### src/rtl/rvx_pkg.sv
// Shared constants, opcodes and the data memory request type of the execute unit.
package rvx_pkg;

  localparam int REG_COUNT = 32;
  localparam int RF_AW     = $clog2(REG_COUNT);
  localparam int DATA_W    = 32;
  localparam int MEM_BYTES = 4096;
  localparam int MEM_AW    = $clog2(MEM_BYTES);
  localparam int LANES     = 4;
  localparam int LANE_SW   = $clog2(LANES);
  localparam int ROW_AW    = MEM_AW - LANE_SW;
  localparam int ROWS      = MEM_BYTES / LANES;

  localparam logic [7:0] OP_NOP = 8'd0;
  localparam logic [7:0] OP_ADD = 8'd1;
  localparam logic [7:0] OP_SUB = 8'd2;
  localparam logic [7:0] OP_AND = 8'd3;
  localparam logic [7:0] OP_OR  = 8'd4;
  localparam logic [7:0] OP_XOR = 8'd5;
  localparam logic [7:0] OP_NOT = 8'd6;
  localparam logic [7:0] OP_LSH = 8'd7;
  localparam logic [7:0] OP_ASH = 8'd8;
  localparam logic [7:0] OP_TCU = 8'd9;
  localparam logic [7:0] OP_TCS = 8'd10;
  localparam logic [7:0] OP_SET = 8'd11;
  localparam logic [7:0] OP_MOV = 8'd12;
  localparam logic [7:0] OP_LDW = 8'd13;
  localparam logic [7:0] OP_STW = 8'd14;
  localparam logic [7:0] OP_LDB = 8'd15;
  localparam logic [7:0] OP_STB = 8'd16;

  // One data memory access, issued as an item leaves the operand stage.
  typedef struct packed {
    logic              ld;
    logic              st;
    logic              byte_op;
    logic [MEM_AW-1:0] addr;
    logic [DATA_W-1:0] wdata;
  } dm_req_t;

endpackage

### src/rtl/rvx_ram.sv
// Generic single-write, single-read RAM with registered read data.
module rvx_ram #(
  parameter int WIDTH = 8,
  parameter int DEPTH = 16
) (
  input  logic                     clk,
  input  logic                     we,
  input  logic [$clog2(DEPTH)-1:0] waddr,
  input  logic [WIDTH-1:0]         wdata,
  input  logic                     re,
  input  logic [$clog2(DEPTH)-1:0] raddr,
  output logic [WIDTH-1:0]         rdata
);

  logic [WIDTH-1:0] mem_r [DEPTH];
  logic [WIDTH-1:0] rdata_r;

  always_ff @(posedge clk) begin
    if (we) begin
      mem_r[waddr] <= wdata;
    end
    if (re) begin
      rdata_r <= mem_r[raddr];
    end
  end

  assign rdata = rdata_r;

endmodule

### src/rtl/rvx_regfile.sv
// Register file: two mirrored RAM banks for two read ports, valid bits for reset-to-zero.
module rvx_regfile (
  input  logic                       clk,
  input  logic                       rst_n,
  input  logic                       rd_en,
  input  logic [rvx_pkg::RF_AW-1:0]  rd_idx0,
  input  logic [rvx_pkg::RF_AW-1:0]  rd_idx1,
  output logic [rvx_pkg::DATA_W-1:0] rd_data0,
  output logic [rvx_pkg::DATA_W-1:0] rd_data1,
  input  logic                       wr_en,
  input  logic [rvx_pkg::RF_AW-1:0]  wr_idx,
  input  logic [rvx_pkg::DATA_W-1:0] wr_data
);

  logic [rvx_pkg::REG_COUNT-1:0] valid_r;
  logic                          vq0_r;
  logic                          vq1_r;
  logic [rvx_pkg::DATA_W-1:0]    q0;
  logic [rvx_pkg::DATA_W-1:0]    q1;

  rvx_ram #(.WIDTH(rvx_pkg::DATA_W), .DEPTH(rvx_pkg::REG_COUNT)) u_bank0 (
    .clk   (clk),
    .we    (wr_en),
    .waddr (wr_idx),
    .wdata (wr_data),
    .re    (rd_en),
    .raddr (rd_idx0),
    .rdata (q0)
  );

  rvx_ram #(.WIDTH(rvx_pkg::DATA_W), .DEPTH(rvx_pkg::REG_COUNT)) u_bank1 (
    .clk   (clk),
    .we    (wr_en),
    .waddr (wr_idx),
    .wdata (wr_data),
    .re    (rd_en),
    .raddr (rd_idx1),
    .rdata (q1)
  );

  // An entry never written since reset reads as zero.
  always_ff @(posedge clk) begin
    if (!rst_n) begin
      valid_r <= '0;
      vq0_r   <= 1'b0;
      vq1_r   <= 1'b0;
    end else begin
      if (wr_en) begin
        valid_r[wr_idx] <= 1'b1;
      end
      if (rd_en) begin
        vq0_r <= valid_r[rd_idx0];
        vq1_r <= valid_r[rd_idx1];
      end
    end
  end

  assign rd_data0 = vq0_r ? q0 : '0;
  assign rd_data1 = vq1_r ? q1 : '0;

endmodule

### config.mk
export PLATFORM = sky130hd
export DESIGN_NAME = rvx_regfile
export DESIGN_NICKNAME = d
export VERILOG_FILES = /design/src/rtl/rvx_pkg.sv /design/src/rtl/rvx_ram.sv /design/src/rtl/rvx_regfile.sv
export SDC_FILE = /design/constraint.sdc
export NUM_CORES = 1
export LEC_CHECK = 0
export BUFFER_PORTS_ARGS = -buffer_cell sky130_fd_sc_hd__clkbuf_2
export CAP_MARGIN = 0
export CORE_MARGIN = 8
export CORE_UTILIZATION = 55
export CTS_CLUSTER_DIAMETER = 200
export DETAILED_ROUTE_END_ITERATION = 10
export PLACE_DENSITY = 0.71
export SLEW_MARGIN = 20
export SYNTH_ARGS = -nofsm -noshare
export SYNTH_HDL_FRONTEND = slang
export SYNTH_SLANG_ARGS = --single-unit
### constraint.sdc
create_clock -name clk -period 2.4 [get_ports clk]
set_input_delay 0.12 -clock clk [delete_from_list [all_inputs] [get_ports clk]]
set_output_delay 0.12 -clock clk [all_outputs]
set_load 0.1 [all_outputs]
==> metrics.cfg <==
[clocking]
cts_root_buf=clkbuf_16
cts_tree=built
ctsHtreeMaxLevel=3
clkTransAtPathRegs_ns=0.06
numCtsBuffers=112
clockBufferDepth=3
clkLatencyLatePin_ns=0.68
cts_setup_buffers=0
cts_num_sinks=1122

[final_layout]
most-common-layout-cells=1088 x edfxtp_1, 640 x mux4_2, 117 x clkbuf_16
nets=2499
layout_commonest_cell=edfxtp_1
syn_to_final_growth_pct=15.0
drive_gt1_share_pct=47.3
num-fill-cells=5885
stdcell_count=3735

[critical_path]
critPathBufInv=2
critPathMaxStageDelay_ns=0.59
required_ns=2.28
cpLargestDelayFamily=buffers and inverters
worstPathCellList=buf_4 -> and2_1 -> clkbuf_2
start_kind=flip-flop
crit_fanout=14
cp.arrival_ns=2.22
r2r_slack_ns=0.41
critical_path.slowest_cell=dfxtp_4
path_class=flip-flop to output pin
endpoint_kind=output pin

[floorplanning]
placementRows=111
core_sq_um=91500
dieWidth_um=320
die_area_sq_um=102000
start_util_pct=55.4
die_h_um=320
design.portCount=115

[timing]
slew_headroom_pct=35.0
hold_slack_ns=0.0311
tightestPinTransition_ns=0.974
fin_crit_sh_pct=97.4
setup_violations=0
timing.fmax_mhz=428
rsz0062_at_grt=no
fin_crit_ns=2.34
skew_ns=0.0146
slew_violations=0
hold_viol_final=0

[place]
dp_cells=3519
portBuffers=114
gp_congestion=0.838
post-dp-hpwl_mm=80.0

[power_and_ir_drop]
power_frac_comb_pct=8.7
peakVddDrop_uv=605
cellLeakagePower_uw=0.0186
power.share.sequential_pct=50.0
pwr_density_cell_nw_per_um2=755
fin_total_pwr_uw=44100
switching_share_pct=22.6
p_clk_share_pct=41.3
p_sw_uw=9980
p_int_uw=34100

[global_routing]
grt_max_degree=57
grt_pass1_vias=28000
grt_usage_pct=27.0
antenna_found_initial=4
grt_pass1_wl_mm=199
grt_remaining_overflow=0

[yosys]
yosys_warnings=0
syn_nets=2270
ys_seq_area_share_pct=65.7
syn-cell-area_sq_um=50700
ys_ff_latch=1122
yosysUniqueCellTypes=25
synthCells=2219
syn_avg_cell_area_sq_um=22.9

[route]
wl_mm=138
wl_per_cell_um=36.9
drt-initial-drc-count=3385
vias=26900
ant_nets=0
drc=0
viasPerCell=7.19
dr.pass1.iters=7

[worst_hold_path]
hold_class=primary input to flip-flop

[run]
maxCapViolations=0

[status]
status=finished clean

area by class of cell:
class | count | area [sq um] | area share [%]
clock buffer | 135 | 3020 | 5.17
timing repair buffer | 282 | 2850 | 4.87
tap | 1186 | 1480 | 2.54
antenna | 2 | 5.00 | 0.00857
clock inverter | 78 | 831 | 1.42
multi-input combinational | 930 | 16800 | 28.8
sequential | 1122 | 33400 | 57.2
synth_stat cells:
| master | number | area (sq um) |
|---|---|---|
| or3_1 | 1 | 6.26 |
| nand2b_1 | 4 | 25.0 |
| a211oi_1 | 2 | 15.0 |
| nor2b_1 | 4 | 25.0 |
| mux2_2 | 64 | 721 |
| buf_6 | 16 | 180 |
| nor2_1 | 36 | 135 |
| or3b_2 | 2 | 17.5 |
| mux2i_1 | 32 | 320 |
| edfxtp_1 | 1088 | 32700 |
| and2_1 | 66 | 413 |
| nand2_1 | 12 | 45.0 |
| mux4_2 | 640 | 14400 |
| nand3_1 | 10 | 50.1 |
| nand3b_1 | 5 | 37.5 |
| o21a_1 | 32 | 240 |
| clkbuf_1 | 86 | 323 |
| and3_1 | 2 | 12.5 |
| a31oi_1 | 2 | 12.5 |
| o21ai_0 | 2 | 10.0 |
| dfxtp_1 | 34 | 681 |
| a22oi_1 | 8 | 60.1 |
| buf_2 | 46 | 230 |
| a21oi_1 | 6 | 30.0 |
| buf_1 | 19 | 71.3 |
timing repair:
action                                  4_1_cts  5_1_grt
hold buffers                                  1        0
hold endpoints to repair                     18        0
endpoints found under the setup margin       25        1
gates resized for setup                       2        1
per-layer routing:
metal | track usage (%) | vias to the layer above | share of wire [%]
li1 | - | 10300 | -
met1 | 36.2 | 14700 | 37
met2 | 45.4 | 1535 | 51
met3 | 4.48 | 285 | 8.8
met4 | 8.92 | 4 | 3.4
met5 | 0 | - | 0.024
per-stage QoR:
| step | setup TNS (ns) | utilization [%] | setup WS [ns] | instance area [sq um] |
|---|---|---|---|---|
| 2_1_floorplan | -51.47 | - | -0.187 | 50700 |
| 3_3_place_gp | 0 | 59.6 | 0.0949 | 54500 |
| 3_5_place_dp | 0 | 59.6 | 0.0799 | 54500 |
| 4_1_cts | 0 | 63.8 | 0.0376 | 58400 |
| 5_1_grt | 0 | 63.8 | 0.0312 | 58400 |
| 6_report | 0 | 63.8 | 0.0623 | 58400 |
power groups by stage:
stage	Sequential, uW	Clock [uW]	Combinational (uW)
floorplan	22300	0	2590
global placement	22400	0	3800
detailed placement	22500	0	3870
CTS	22000	18400	3880
global route	22100	19100	4040
finish	22000	18200	3850
path summary, 6_finish.rpt:
check | start | endpoint | cells after the start
hold / removal | wr_data[17] | u_bank1.mem_r[23][17]$_DFFE_PP_ | 1
setup reg to reg | u_bank1.mem_r[7][7]$_DFFE_PP_ | u_bank0.rdata[7]$_DFFE_PP_ | 3
setup / recovery | vq1_r$_SDFFE_PN0P_ | rd_data1[0] | 3
hold reg to reg | valid_r[16]$_SDFFE_PN0P_ | valid_r[16]$_SDFFE_PN0P_ | 1
cell families (layout without fill, tap and decap cells):
family | Yosys count | after routing | synth area share [%]
AOI/OAI and AO/OA | 52 | 52 | 0.725
and+or+nand+nor | 142 | 142 | 1.51
buffers and inverters | 167 | 495 | 1.59
DFF | 1122 | 1122 | 65.7
muxes | 736 | 736 | 30.5
other | 0 | 2 | 0
sequential cells by signal, indices dropped and copies added, names as in the netlist:
register	count
u_bank0.mem_r	32
u_bank0.rdata	32
u_bank1.mem_r	992
u_bank1.rdata	32
valid_r	32
vq0_r	1
vq1_r	1
(Power assumes the default switching activity.)
